**src/design/fdp_pkg.sv**
```systemverilog
// shared types and constants for the flip-dot frame packetizer
// used by fdp_ctrl, fdp_datapath and flip_dot_frame_packetizer; no dependencies
package fdp_pkg;

    // frame geometry
    localparam int WIDTH      = 28;
    localparam int HEIGHT     = 13;
    localparam int ROW_BITS   = 28;
    localparam int BAND_ROWS  = 5;
    localparam int HDR_BYTES  = 7;
    localparam int BHDR_BYTES = 6;

    // index counter wide enough for the header and for every column
    localparam int IDX_W = (WIDTH > 8) ? $clog2(WIDTH) : 3;

    // packet byte codes
    localparam logic [7:0] BYTE_FRAME = 8'hff;
    localparam logic [7:0] BYTE_ESC   = 8'hfe;
    localparam logic [7:0] BYTE_ESC1  = 8'h01;
    localparam logic [7:0] BYTE_ZERO  = 8'h00;
    localparam logic [7:0] BYTE_CMD   = 8'ha2;
    localparam logic [7:0] LBL_WIDTH  = 8'hd0;
    localparam logic [7:0] LBL_HEIGHT = 8'hd1;
    localparam logic [7:0] LBL_XOFS   = 8'hd2;
    localparam logic [7:0] LBL_YOFS   = 8'hd3;
    localparam logic [7:0] LBL_FONT   = 8'hd4;
    localparam logic [7:0] BYTE_FONT  = 8'h77;
    localparam logic [7:0] COL_BIAS   = 8'd32;

    // register index of sign_address
    localparam logic REG_SIGN_ADDR = 1'b0;

    typedef enum logic [2:0] {
        S_IDLE,
        S_HDR,
        S_BHDR,
        S_COL,
        S_CK,
        S_CKX,
        S_STOP
    } state_t;

    // controller to datapath
    typedef struct packed {
        logic   take;
        logic   emit;
        logic   sec_end;
        state_t sel;
    } ctrl_cmd_t;

    // datapath to controller
    typedef struct packed {
        logic out_free;
        logic first_now;
        logic band_now;
        logic band_reg;
        logic last_reg;
        logic hdr_end;
        logic bhdr_end;
        logic col_end;
        logic ck_esc;
    } dp_stat_t;

endpackage

```
**src/design/fdp_ctrl.sv**
```systemverilog
// sequencer state machine for the packetizer: walks header, band and checksum sections
// depends on fdp_pkg
module fdp_ctrl (
    input  logic              clk,
    input  logic              rst_n,
    input  logic              row_valid,
    output logic              row_ready,
    input  fdp_pkg::dp_stat_t stat,
    output fdp_pkg::ctrl_cmd_t cmd
);
    import fdp_pkg::*;

    state_t state_reg;
    state_t state_next;

    // state register
    always_ff @(posedge clk or negedge rst_n)
    begin
        if (!rst_n)
        begin
            state_reg <= S_IDLE;
        end
        else
        begin
            state_reg <= state_next;
        end
    end

    // next state
    always_comb
    begin
        state_next = state_reg;
        unique case (state_reg)
            S_IDLE:
            begin
                if (row_valid)
                begin
                    if (stat.first_now)
                        state_next = S_HDR;
                    else if (stat.band_now)
                        state_next = S_BHDR;
                end
            end
            S_HDR:
            begin
                if (stat.out_free && stat.hdr_end)
                    state_next = stat.band_reg ? S_BHDR : S_IDLE;
            end
            S_BHDR:
            begin
                if (stat.out_free && stat.bhdr_end)
                    state_next = S_COL;
            end
            S_COL:
            begin
                if (stat.out_free && stat.col_end)
                    state_next = stat.last_reg ? S_CK : S_IDLE;
            end
            S_CK:
            begin
                if (stat.out_free)
                    state_next = stat.ck_esc ? S_CKX : S_STOP;
            end
            S_CKX:
            begin
                if (stat.out_free)
                    state_next = S_STOP;
            end
            S_STOP:
            begin
                if (stat.out_free)
                    state_next = S_IDLE;
            end
            default:
            begin
                state_next = S_IDLE;
            end
        endcase
    end

    // outputs
    always_comb
    begin
        row_ready   = 1'b0;
        cmd.take    = 1'b0;
        cmd.emit    = 1'b0;
        cmd.sec_end = 1'b0;
        cmd.sel     = state_reg;
        unique case (state_reg) inside
            S_IDLE:
            begin
                row_ready = 1'b1;
                cmd.take  = row_valid;
            end
            S_HDR:
            begin
                cmd.emit    = stat.out_free;
                cmd.sec_end = stat.hdr_end;
            end
            S_BHDR:
            begin
                cmd.emit    = stat.out_free;
                cmd.sec_end = stat.bhdr_end;
            end
            S_COL:
            begin
                cmd.emit    = stat.out_free;
                cmd.sec_end = stat.col_end;
            end
            S_CK, S_CKX, S_STOP:
            begin
                cmd.emit    = stat.out_free;
                cmd.sec_end = 1'b1;
            end
            default:
            begin
                row_ready = 1'b0;
            end
        endcase
    end

endmodule

```
**src/design/fdp_datapath.sv**
```systemverilog
// packetizer datapath: band columns, row and band counters, checksum and output register
// depends on fdp_pkg
module fdp_datapath (
    input  logic               clk,
    input  logic               rst_n,
    input  logic [7:0]         sign_address,
    input  logic [27:0]        row_bits,
    input  fdp_pkg::ctrl_cmd_t cmd,
    output fdp_pkg::dp_stat_t  stat,
    output logic [7:0]         line_byte,
    output logic               packet_end,
    output logic               out_valid,
    input  logic               out_ready
);
    import fdp_pkg::*;

    logic [4:0]       col_reg [WIDTH];
    logic [4:0]       col_next [WIDTH];
    logic [7:0]       row_reg, row_next;
    logic [2:0]       phase_reg, phase_next;
    logic [7:0]       start_reg, start_next;
    logic [7:0]       ofs_reg, ofs_next;
    logic             band_reg, band_next;
    logic             last_reg, last_next;
    logic [7:0]       sum_reg, sum_next;
    logic [IDX_W-1:0] idx_reg, idx_next;
    logic [7:0]       byte_reg, byte_next;
    logic             end_reg, end_next;
    logic             valid_reg, valid_next;

    logic       last_now;
    logic       band_now;
    logic [7:0] emit_byte;
    logic       emit_content;
    logic [4:0] col_sel;

    assign last_now = (row_reg >= 8'(HEIGHT - 1));
    assign band_now = (phase_reg == 3'(BAND_ROWS - 1)) || last_now;
    assign col_sel  = col_reg[idx_reg];

    // band column update on a row transfer
    always_comb
    begin
        for (int x = 0; x < WIDTH; x++)
        begin
            col_next[x] = col_reg[x];
            if (cmd.take)
            begin
                col_next[x] = (phase_reg == 3'd0) ? 5'd0 : col_reg[x];
                if (x < ROW_BITS)
                begin
                    if (row_bits[x])
                        col_next[x] = col_next[x] | (5'd1 << phase_reg);
                end
            end
        end
    end

    // row, band and flag bookkeeping
    always_comb
    begin
        row_next   = row_reg;
        phase_next = phase_reg;
        start_next = start_reg;
        ofs_next   = ofs_reg;
        band_next  = band_reg;
        last_next  = last_reg;
        if (cmd.take)
        begin
            ofs_next  = start_reg + 8'd4;
            band_next = band_now;
            last_next = last_now;
            if (last_now)
            begin
                row_next   = 8'd0;
                phase_next = 3'd0;
                start_next = 8'd0;
            end
            else
            begin
                row_next = row_reg + 8'd1;
                if (phase_reg == 3'(BAND_ROWS - 1))
                begin
                    phase_next = 3'd0;
                    start_next = row_reg + 8'd1;
                end
                else
                begin
                    phase_next = phase_reg + 3'd1;
                end
            end
        end
    end

    // byte source selection
    always_comb
    begin
        emit_byte    = BYTE_ZERO;
        emit_content = 1'b0;
        case (cmd.sel)
            S_HDR:
            begin
                emit_content = (idx_reg != '0);
                case (idx_reg)
                    IDX_W'(0): emit_byte = BYTE_FRAME;
                    IDX_W'(1): emit_byte = sign_address;
                    IDX_W'(2): emit_byte = BYTE_CMD;
                    IDX_W'(3): emit_byte = LBL_WIDTH;
                    IDX_W'(4): emit_byte = 8'(WIDTH);
                    IDX_W'(5): emit_byte = LBL_HEIGHT;
                    default:   emit_byte = 8'(HEIGHT);
                endcase
            end
            S_BHDR:
            begin
                emit_content = 1'b1;
                case (idx_reg)
                    IDX_W'(0): emit_byte = LBL_XOFS;
                    IDX_W'(1): emit_byte = BYTE_ZERO;
                    IDX_W'(2): emit_byte = LBL_YOFS;
                    IDX_W'(3): emit_byte = ofs_reg;
                    IDX_W'(4): emit_byte = LBL_FONT;
                    default:   emit_byte = BYTE_FONT;
                endcase
            end
            S_COL:
            begin
                emit_content = 1'b1;
                emit_byte    = COL_BIAS + {3'd0, col_sel};
            end
            S_CK:
            begin
                emit_byte = stat.ck_esc ? BYTE_ESC : sum_reg;
            end
            S_CKX:
            begin
                emit_byte = (sum_reg == BYTE_FRAME) ? BYTE_ESC1 : BYTE_ZERO;
            end
            S_STOP:
            begin
                emit_byte = BYTE_FRAME;
            end
            default:
            begin
                emit_byte = BYTE_ZERO;
            end
        endcase
    end

    // checksum, index and output register
    always_comb
    begin
        sum_next = sum_reg;
        if (cmd.take && (row_reg == 8'd0))
            sum_next = 8'd0;
        else if (cmd.emit && emit_content)
            sum_next = sum_reg + emit_byte;

        idx_next = idx_reg;
        if (cmd.emit)
            idx_next = cmd.sec_end ? '0 : idx_reg + IDX_W'(1);

        byte_next  = byte_reg;
        end_next   = end_reg;
        valid_next = valid_reg && !out_ready;
        if (cmd.emit)
        begin
            byte_next  = emit_byte;
            end_next   = (cmd.sel == S_STOP);
            valid_next = 1'b1;
        end
    end

    // control registers
    always_ff @(posedge clk or negedge rst_n)
    begin
        if (!rst_n)
        begin
            row_reg   <= 8'd0;
            phase_reg <= 3'd0;
            start_reg <= 8'd0;
            band_reg  <= 1'b0;
            last_reg  <= 1'b0;
            sum_reg   <= 8'd0;
            idx_reg   <= '0;
            valid_reg <= 1'b0;
            for (int x = 0; x < WIDTH; x++)
            begin
                col_reg[x] <= 5'd0;
            end
        end
        else
        begin
            row_reg   <= row_next;
            phase_reg <= phase_next;
            start_reg <= start_next;
            band_reg  <= band_next;
            last_reg  <= last_next;
            sum_reg   <= sum_next;
            idx_reg   <= idx_next;
            valid_reg <= valid_next;
            for (int x = 0; x < WIDTH; x++)
            begin
                col_reg[x] <= col_next[x];
            end
        end
    end

    // payload registers
    always_ff @(posedge clk)
    begin
        ofs_reg  <= ofs_next;
        byte_reg <= byte_next;
        end_reg  <= end_next;
    end

    // status towards the controller
    always_comb
    begin
        stat.out_free  = !valid_reg || out_ready;
        stat.first_now = (row_reg == 8'd0);
        stat.band_now  = band_now;
        stat.band_reg  = band_reg;
        stat.last_reg  = last_reg;
        stat.hdr_end   = (idx_reg == IDX_W'(HDR_BYTES - 1));
        stat.bhdr_end  = (idx_reg == IDX_W'(BHDR_BYTES - 1));
        stat.col_end   = (idx_reg == IDX_W'(WIDTH - 1));
        stat.ck_esc    = (sum_reg == BYTE_FRAME) || (sum_reg == BYTE_ESC);
    end

    assign line_byte  = byte_reg;
    assign packet_end = end_reg;
    assign out_valid  = valid_reg;

endmodule

```
**src/design/flip_dot_frame_packetizer.sv**
```systemverilog
// a row's first packet byte reaches m_tdata through the state register and then the output register
// throughput: one packet byte per cycle while m_tready is high; a row emits the bytes of its sections
// (7 header, 6 + WIDTH per band, 2 or 3 checksum/stop)
// rows that emit nothing only update the bands and counters; the single output register
// lets a row enter while the last byte of the previous one waits
// reset: asynchronous active low, clears row count, checksum, bands and sign_address
module flip_dot_frame_packetizer (
    input  logic        clk,
    input  logic        rst_n,
    input  logic        psel,
    input  logic        penable,
    input  logic        pwrite,
    input  logic [2:0]  paddr,
    input  logic [31:0] pwdata,
    output logic [31:0] prdata,
    output logic        pready,
    input  logic        s_tvalid,
    output logic        s_tready,
    input  logic [31:0] s_tdata,   // [27:0] row_bits
    output logic        m_tvalid,
    input  logic        m_tready,
    output logic [7:0]  m_tdata,   // [7:0] line_byte
    output logic        m_tlast    // packet_end
);
    import fdp_pkg::*;

    logic       [7:0] sign_addr_reg;
    ctrl_cmd_t        cmd;
    dp_stat_t         stat;

    // configuration register
    always_ff @(posedge clk or negedge rst_n)
    begin
        if (!rst_n)
        begin
            sign_addr_reg <= 8'd0;
        end
        else if (psel && penable && pwrite && (paddr[2] == REG_SIGN_ADDR))
        begin
            sign_addr_reg <= pwdata[7:0];
        end
    end

    // register read back
    assign pready = 1'b1;
    assign prdata = (paddr[2] == REG_SIGN_ADDR) ? {24'd0, sign_addr_reg} : 32'd0;

    fdp_ctrl u_ctrl (
        .clk       (clk),
        .rst_n     (rst_n),
        .row_valid (s_tvalid),
        .row_ready (s_tready),
        .stat      (stat),
        .cmd       (cmd)
    );

    fdp_datapath u_datapath (
        .clk          (clk),
        .rst_n        (rst_n),
        .sign_address (sign_addr_reg),
        .row_bits     (s_tdata[27:0]),
        .cmd          (cmd),
        .stat         (stat),
        .line_byte    (m_tdata),
        .packet_end   (m_tlast),
        .out_valid    (m_tvalid),
        .out_ready    (m_tready)
    );

`ifndef SYNTHESIS
    // the stop byte is always the frame byte
    a_stop_byte: assert property (@(posedge clk) disable iff (!rst_n)
        m_tvalid && m_tlast |-> m_tdata == BYTE_FRAME)
        else $error("stop byte is not the frame byte");

    // a new byte never overwrites one still waiting
    a_no_overwrite: assert property (@(posedge clk) disable iff (!rst_n)
        !(cmd.emit && m_tvalid && !m_tready))
        else $error("output byte overwritten while stalled");

    // a row that opens a packet or closes a band keeps the input closed next cycle
    a_busy_after_row: assert property (@(posedge clk) disable iff (!rst_n)
        s_tvalid && s_tready && (stat.first_now || stat.band_now) |=> !s_tready)
        else $error("input reopened while a section is pending");
`endif

endmodule
```
**config.mk**
```make
export PLATFORM = sky130hd
export DESIGN_NAME = flip_dot_frame_packetizer
export DESIGN_NICKNAME = d
export VERILOG_FILES = /design/src/design/fdp_pkg.sv /design/src/design/fdp_ctrl.sv /design/src/design/fdp_datapath.sv /design/src/design/flip_dot_frame_packetizer.sv
export SDC_FILE = /design/constraint.sdc
export NUM_CORES = 1
export LEC_CHECK = 0
export ABC_AREA = 1
export BUFFER_PORTS_ARGS = -buffer_cell sky130_fd_sc_hd__clkbuf_2
export CAP_MARGIN = 40
export CORE_UTILIZATION = 53
export CTS_CLUSTER_SIZE = 30
export DETAILED_ROUTE_END_ITERATION = 8
export PLACE_DENSITY = 0.73
export SLEW_MARGIN = 20
export SYNTH_ARGS = -nofsm -noshare
export SYNTH_HDL_FRONTEND = slang
export SYNTH_SLANG_ARGS = --single-unit
```
**constraint.sdc**
```tcl
create_clock -name clk -period 4.4 [get_ports clk]
set_clock_uncertainty 0.2 [all_clocks]
set_input_delay 1.32 -clock clk [delete_from_list [all_inputs] [get_ports clk]]
set_output_delay 1.32 -clock clk [all_outputs]
set_load 0.005 [all_outputs]
```
==> results of run 1 <==
[per-layer routing]
metal / vias up / part of all wire / wire, µm
met4: 0 / 0.023 / 531
met1: 3935 / 0.46 / 10800
met5: - / 0 / 0
li1: 4006 / - / -
met2: 236 / 0.46 / 10700
met3: 44 / 0.057 / 1340
[worst max-delay path, delay by kind of cell, from the launching register on]
kind                       cells  cell delay, ns
AOI/OAI and AO/OA              3            0.41
xor gates and xnor gates       1            0.14
adders and majority gates      2            0.71
buffers and inverters          1            0.35
DFF                            1            0.48
and+or+nand+nor               10            1.28
[where the power goes]
group / switching [mW] / internal [mW]
registers: 0.407 / 2.73
clock network: 0.748 / 1.22
logic: 2.43 / 1.30
total: 3.59 / 5.24
[synthesized netlist by cell type, types with 19 or more instances]
cell,n
inv_1,196
dfrtp_1,186
nor2_1,89
o21ai_0,110
a21oi_1,134
buf_4,32
clkbuf_1,30
buf_2,20
nand3_1,38
o22ai_1,95
ha_1,19
nand2_1,152
[through the flow]
stage	cells	area, µm²
finish	1491	11300
global route	1491	11300
CTS	1491	11300
detailed placement	1452	10500
global placement	1452	10500
floorplan	1225	10200
[final cells by class]
class	count	area share
flip-flops and latches	203	0.458
multi-input cells	735	0.339
inverters	203	0.0675
clock buffers	33	0.0588
repair buffers	77	0.0414
well taps	234	0.0259
clock inverters	6	0.00942
[logic make-up after synthesis]
family	after synthesis	synth area share
compound gates	363	0.197
simple gates	316	0.136
buf+inv	287	0.121
flops	203	0.510
fa+ha+maj	20	0.0254
xor+xnor	10	0.00864
other cells	2	0.000741
mux	1	0.00111
[final timing paths]
check,from,end,slack [ns],cells after the start
worst max-delay path,u_datapath.idx_reg[4]$_DFFE_PN0P_,u_datapath.sum_reg[6]$_DFFE_PN0P_,0.78,17
worst min-delay path,u_datapath.start_reg[1]$_DFFE_PN0P_,u_datapath.ofs_reg[1]$_DFFE_PP_,0.25,0
worst max register to register,u_datapath.idx_reg[4]$_DFFE_PN0P_,u_datapath.sum_reg[6]$_DFFE_PN0P_,0.78,17
worst min register to register,u_datapath.start_reg[1]$_DFFE_PN0P_,u_datapath.ofs_reg[1]$_DFFE_PP_,0.25,0
max in group asynchronous,rst_n,sign_addr_reg[0]$_DFFE_PN0P_,2.69,2
min in group asynchronous,rst_n,asynchronous set/reset pin,0.48,1
==> metrics.txt, run 1 <==
status finished clean; crit path kind register to register; Most common cell on crit path nand2_1; final-report max-slew violation count 0; dpl hpwl 15.4 mm; starting density of the core 0.542; Longest Clk Path Bufs 3; Static Leakage 5.51 nW; CTS tree yes; Hold Vio Cnt, Final 0; first-pass GRT wire length a little under 40 mm; WL per Instance 15.6 µm; most frequent cells in the layout inv_1, dfrtp_1, nand2_1; Synth Warn # 0; RSZ-0062 raised after global routing no; Ports 118; met3 GRT Util 0.0335; Via Count 8,221; Tcrit/Tclk final 0.822; share of cells above drive strength 1 0.111; cts repair resizes 0; GRT Max-Usage Layer met2; Mean Syn Cell Area 8.43 µm²; Clock Latency Late Sink roughly 0.5 ns; area share of the largest cell type after synthesis 0.459; TritonRoute pass-1 iters 5; ANT nets after route 0; gpl congestion approximately 0.95; EDFF count, synth 17; Area growth syn-to-layout 11.3%; CP max-delay cell dfrtp_1; Port Buffers 62; peak supply drop 0.000384 V; number of antenna violations at the first check in global routing 0; max frequency around 280 MHz; worst slew pin tran between 0.8 and 0.9 ns; multi-input combinational cell area 3830 µm²; number of H-tree levels 1; synthesized area 10,100 µm²; Main synth FF type dfrtp_1; met1 global-route usage 0.360; Worst-path clk slew 0.06 ns; Required @ worst endpoint about 4.6 ns; Slew Limit Headroom 0.458; sequential fraction of the synthesis area 0.510; CP peak stage delay 0.48 ns; Core Box Area 18,700 µm²; global routing usage on met2 0.385; Final #Nets approximately 1,300; post-CTS setup buffer count 0; Yosys reg bits 203; FF/Latch Area 5170 µm²; crit path cell chain inv_1 -> nand2_1 -> nor2_2 -> nor2_1 -> nor2_1 -> o21ai_0 -> nor2_1 -> nand2_1 -> ha_1 -> fa_1 -> nand3_1 -> nand3_1 -> a21o_1 -> a21oi_1 -> xnor2_1 -> nand2_1 -> nand2_1; antenna cell count 0; pwr dens 782 nW/µm²; die width 140 µm; Setup crit start kind register; setup violators final 0; Die Y 140 µm; number of global-route vias before repair between 7,000 and 8,000; fill cell count 1,639; share of synthesized registers carrying an async set or reset 0.916; Overall Global Routing Usage 0.245; Netlist cell types 45; die area 19,700 µm²; Root Driver clkbuf_16; total negative slack 0 ns; DR iter-0 viols 598; largest net degree at the start of global routing 123; grt total ovfl 0; DRC 0; row cnt 50; arrival time at the worst endpoint 3.86 ns; hold buffer count at CTS 0; pre-CTS setup slack 0.889 ns; crit path max fanout 13; PnR worst setup slack 0.785 ns; crit end category register; synth top area cells dfrtp_1, inv_1, a21oi_1; Layout Utilization 0.603; total CTS buffers 23; Synth Instances 1,202; final wirelength 23.3 mm; Maximum Capacitance Violations 0; minimum clock period after layout 3.62 ns; CTS sink cnt 203; final hold slack ~0.25 ns; commonest non-fill, non-tap cell in the layout inv_1; Tot Pwr 8.83 mW; Worst Hold Class register to register; post-synth top area cell dfrtp_1; Vias per Instance 5.51
Note: power is estimated with default switching activity, not from simulation.
==> run 2, diff against run 1 <==
- PLACE_DENSITY: 0.73 -> 0.76
- clock period: 4.4 -> 3.1 ns (I/O delays scaled with it)
==> run 2 against run 1 <==
  * The flow now finishes with violations (setup timing)
  * Fmax grew 15%
  * Sequential power grew 41%
  * Power rose by 49%
  * First-iteration DRC count increased by 22%
  * Count of clock-buffer cells in the layout grew 3
  * Largest power group unchanged
==> metrics.txt, run 2 (synthesis gave the netlist of run 1 again) <==
Worst Hold Class input pin to asynchronous set/reset pin; pre-CTS setup slack -0.0414 ns; DR iter-0 viols 730; Slew Limit Headroom 0.512; Static Leakage 5.73 nW; total CTS buffers 22; CTS sink cnt 203; die width 140 µm; Clk pwr share 0.194; CP max-delay cell dfrtp_2; Top Family by Delay on Critical Path simple AND/OR/NAND/NOR gates; pwr dens 1120 nW/µm²; worst slew pin tran 0.731 ns; number of global-route vias before repair roughly 8,000; share of cells above drive strength 1 0.159; peak supply drop 0.000460 V; PnR worst setup slack -0.0377 ns; RSZ-0062 raised after global routing yes; Logic pwr share 0.469; sequential share of power 0.337; largest net degree at the start of global routing 65; Hold Vio Cnt, Final 0; crit end category register; Layout Utilization 0.628; Root Driver clkbuf_16; Overall Global Routing Usage 0.252; commonest non-fill, non-tap cell in the layout inv_1; crit path cell chain ha_2 -> inv_2 -> nor2_4 -> buf_4 -> nand2_1 -> nand2_1 -> nand2_1 -> o21ai_0 -> nand3_1 -> ha_1 -> nand3_1 -> nand3_2 -> a21o_1 -> a21oi_2 -> xnor2_1 -> nand2_1 -> nand2_1; Port Buffers 62; Die Y 140 µm; CP bufs+invs 2; max frequency approximately 320 MHz; DRC 0; Clock Latency Late Sink 0.51 ns; Area growth syn-to-layout 16.0%; Via Count 8,408; Most common cell on crit path nand2_1; setup violators final 3; arrival time at the worst endpoint about 3.4 ns; Core Box Area 18,700 µm²; Ports 118; first-pass GRT wire length 39.9 mm; CP peak stage delay 0.50 ns; crit path kind register to register; number of H-tree levels 1; final hold slack 0.183 ns; Tot Pwr 13.1 mW; status finished with violations; Required @ worst endpoint roughly 3.4 ns; minimum clock period after layout 3.14 ns; Final #Nets around 1,400; Setup crit start kind register; most frequent cells in the layout inv_1, dfrtp_1, nand2_1; Maximum Capacitance Violations 0; grt total ovfl 0; ANT nets after route 0; die area 19,700 µm²; gpl congestion 0.948; final wirelength 24.3 mm; P_int just under 8 mW; Worst-path clk slew approximately 0.060 ns; dpl hpwl 16.3 mm; Longest Clk Path Bufs 3; reg2reg setup slack -0.04 ns; WL per Instance 15.9 µm; starting density of the core 0.542; TritonRoute pass-1 iters 6; failing checks setup timing; final-report max-slew violation count 0; number of antenna violations at the first check in global routing 1; Sw Ratio 0.407; Tcrit/Tclk final 1.01; crit path max fanout 5; antenna cell count 0; Psw 5.34 mW; Vias per Instance 5.49; row cnt 50; CTS tree yes
==> run 2: final cells by class <==
type                            instances  area [µm²]
Clock buffer                           36         683
Clock inverter                          3        26.3
Fill cell                            1600        6950
Inverter                              203         768
Multi-Input combinational cell        735        3940
Sequential cell                       203        5170
Tap cell                              234         293
Timing Repair Buffer                  118         883
==> run 2: routing by layer <==
layer,global-route usage,up-vias,wire length [µm]
li1,-,4100,-
met1,0.350,3984,10700
met2,0.405,273,11600
met3,0.0410,49,1530
met4,0.0844,2,550
met5,0,-,13
==> run 2: path summary, 6_finish.rpt <==
check,startpoint,endpoint,cells after the start
min in group clk,u_datapath.start_reg[0]$_DFFE_PN0P_,u_datapath.ofs_reg[0]$_DFFE_PP_,0
max,u_datapath.idx_reg[0]$_DFFE_PN0P_,u_datapath.sum_reg[6]$_DFFE_PN0P_,17
max reg2reg,u_datapath.idx_reg[0]$_DFFE_PN0P_,u_datapath.sum_reg[6]$_DFFE_PN0P_,17
min reg2reg,u_datapath.start_reg[0]$_DFFE_PN0P_,u_datapath.ofs_reg[0]$_DFFE_PP_,0
min,rst_n,asynchronous set/reset pin,1
max in group asynchronous,rst_n,u_datapath.col_reg[62]$_DFFE_PN0P_,2
==> run 2: repair_timing <==
action	CTS	global route
setup endpoints to repair	3	4
hold buffers	0	0
cloned	1	1
endpoints found under the hold margin	0	0
pin swaps	0	1
gates resized for setup	6	22
buffers inserted	1	0
==> run 2: metrics by stage <==
step / std cells / TNS (ns) / cell area [µm²]
after floorplan: 1225 / 0 / 10300
after global placement: 1490 / 0 / 10900
after detailed placement: 1490 / -0.0414 / 10900
after CTS: 1531 / 0 / 11700
after global routing: 1532 / -0.666 / 11800
final: 1532 / -0.0749 / 11800
==> run 2: power groups by stage <==
stage               clock network, mW  registers [mW]  logic [mW]
finish                           2.54            4.42        6.15
global route                     2.69            4.53        6.90
CTS                              2.59            4.40        5.94
global placement                    0            4.39        5.60
floorplan                           0            4.28        4.05
detailed placement                  0            4.43        5.76
==> run 3, diff against run 2 <==
- ABC_AREA: 1 -> 0
- PLACE_DENSITY: 0.76 -> 0.77
==> run 3 against run 2 <==
  * The flow finishes with violations (DRC, setup timing)
  * Utilization up 5.9 points
  * Fmax fell by 18%
  * Critical path depth decreased by 3
  * Routed wire length decreased by 0.30%
  * Global-route usage increased by 1.1 points
  * Register-to-register slack lost 0.70 ns
  * Highest routed layer is now met4
==> metrics.txt, run 3 <==
status finished with violations; failing checks DRC, setup timing; share of synthesized registers carrying an async set or reset 0.916; worst slew pin tran 0.776 ns; Worst Hold Class input pin to asynchronous set/reset pin; Netlist cell types 67; Tcrit/Tclk final 1.24; Hold Vio Cnt, Final 0; setup violators final 7; Synth Area in Adders 0.0262; synth top area cells dfrtp_1, mux4_2, a22o_1; mux cell area share after synthesis 0.109; main combinational cell family by area after synthesis compound AO/OA/AOI/OAI gates; Final #Nets 1,142; reg2reg setup slack -0.74 ns; sequential fraction of the synthesis area 0.525; RSZ-0062 raised after global routing yes; Port Buffers 62; number of H-tree levels 1; hold buffer count at CTS 0; Yosys reg bits about 200; DRC 22; Die Y around 140 µm; die area 19,100 µm²; number of antenna violations at the first check in global routing 0; simple-gate area share of the yosys netlist 0.120; crit path kind register to register; share of cells above drive strength 1 0.342; Maximum Capacitance Violations 0; DR iter-0 viols 550; Required @ worst endpoint 3.31 ns; CTS tree yes; most common cell in the netlist dfrtp_1; minimum clock period after layout ~3.8 ns; total CTS buffers 22; commonest non-fill, non-tap cell in the layout dfrtp_1; Root Driver clkbuf_16; Synth Warn # 0; Mean Syn Cell Area around 11 µm²; TritonRoute pass-1 iters 9; Area growth syn-to-layout 26.3%; dpl hpwl 16.1 mm; starting density of the core 0.544; largest net degree at the start of global routing 58; PnR worst setup slack -0.737 ns; Worst-path clk slew 0.06 ns; gpl congestion roughly 0.9; most frequent cells in the layout dfrtp_1, buf_4, nand2_1; final-report max-slew violation count 0; max frequency 261 MHz; Synth Instances about 860; Static Leakage ~6 nW; first-pass GRT wire length 40.2 mm; CTS sink cnt between 200 and 250; Overall Global Routing Usage 0.264; row cnt 49; EDFF count, synth 17; arrival time at the worst endpoint 4.05 ns; complex-gate fraction of the synthesized area 0.158; Vias per Instance 5.91; peak supply drop around 0.00054 V; die width 138 µm; number of global-route vias before repair 7,792; ANT nets after route 0; antenna cell count 0; Setup crit start kind register; worst-case reg-to-reg path depth 14; post-synth top area cell dfrtp_1; Clock Latency Late Sink around 0.51 ns; Slew Limit Headroom 0.480; Main synth FF type dfrtp_1; Ports 118; post-synthesis xor/xnor area fraction 0.00978; crit path max fanout 12; Via Count 7,648; worst r2r src u_datapath.idx_reg[0]$_DFFE_PN0P_; total negative slack -3.05 ns; grt total ovfl 0; synthesized area roughly 10000 µm²; final wirelength 24.2 mm; capture point of the worst reg-to-reg path u_datapath.sum_reg[7]$_DFFE_PN0P_; crit end category register; Core Box Area approximately 18,000 µm²; WL per Instance 18.7 µm; pre-CTS setup slack -0.865 ns; Synth top cells by count dfrtp_1, nand2_1, a22o_1; Layout Utilization 0.688; pwr dens 1110 nW/µm²; Longest Clk Path Bufs 3; area share of the largest cell type after synthesis 0.473
## run 3: cell type report
cell class	count	area, µm²
repair buffers	224	1680
multi-input cells	577	4510
flip-flops and latches	203	5170
inverters	20	77.6
clock inverters	12	131
fillers	1217	5650
well taps	229	287
clock buffers	28	583
## run 3: critical path: stages (launching register included)
cell      delay (ns)
dfrtp_2         0.39
buf_12          0.17
buf_12          0.15
mux4_2          0.51
mux2i_1         0.27
o22ai_1         0.16
a22oi_2         0.20
o211ai_1        0.18
ha_1            0.36
inv_1           0.10
o22ai_2         0.08
o31a_1          0.26
and3_1          0.19
or3b_1          0.37
a22oi_1         0.14
## run 3: cells by family (layout without fill, tap and decap cells)
kind of cell             Yosys count  after routing
AND/OR/NAND/NOR                  253            253
AO/OA/AOI/OAI                    213            213
flip-flops                       203            203
buffers and inverters            100            284
multiplexers                      55             55
adder cells (fa/ha/maj)           20             20
XOR/XNOR                          11             11
other                              2             25
## run 3: stage by stage
step | std cells | hold WS, ns | area [µm²] | power (mW)
3_5_place_dp | 1246 | 0.241 | 11500 | 10.8
4_1_cts | 1290 | 0.195 | 12300 | 13.7
3_3_place_gp | 1246 | 0.235 | 11500 | 10.6
2_1_floorplan | 880 | 0.225 | 10100 | 8.28
5_1_grt | 1293 | 0.219 | 12400 | 14.7
6_report | 1293 | 0.193 | 12400 | 13.9
## run 3: per-layer routing
layer | GRT usage | share of wire
met1 | 0.356 | 0.42
met3 | 0.0416 | 0.060
met4 | 0.0976 | 0.029
met2 | 0.434 | 0.49
met5 | 0 | 0
## run 3: where the power goes
part           internal [mW]  leakage (nW)  switching (mW)
Combinational           3.69          2.99            3.07
Clock                   1.51         0.356            1.07
Sequential              3.82          2.56           0.699
Total                   9.02          5.91            4.84
## run 3: what timing repair did
action | CTS | global route
pin swaps | 1 | 1
buffers inserted | 4 | 3
gates resized for setup | 14 | 12
endpoints found under the setup margin | 7 | 7
## run 3: worst max-delay path by stage
stage / to / startpoint / slack (ns) / cells past startpoint
2_1_floorplan: u_datapath.sum_reg[7]$_DFFE_PN0P_ / u_datapath.idx_reg[0]$_DFFE_PN0P_ / -0.45 / 12
5_1_grt: u_datapath.sum_reg[7]$_DFFE_PN0P_ / u_datapath.idx_reg[0]$_DFFE_PN0P_ / -0.88 / 12
3_5_place_dp: u_datapath.sum_reg[7]$_DFFE_PN0P_ / u_datapath.idx_reg[0]$_DFFE_PN0P_ / -0.86 / 15
4_1_cts: u_datapath.sum_reg[7]$_DFFE_PN0P_ / u_datapath.idx_reg[0]$_DFFE_PN0P_ / -0.72 / 12
6_report: u_datapath.sum_reg[7]$_DFFE_PN0P_ / u_datapath.idx_reg[0]$_DFFE_PN0P_ / -0.74 / 14
3_3_place_gp: u_datapath.sum_reg[7]$_DFFE_PN0P_ / u_datapath.idx_reg[0]$_DFFE_PN0P_ / -0.84 / 15
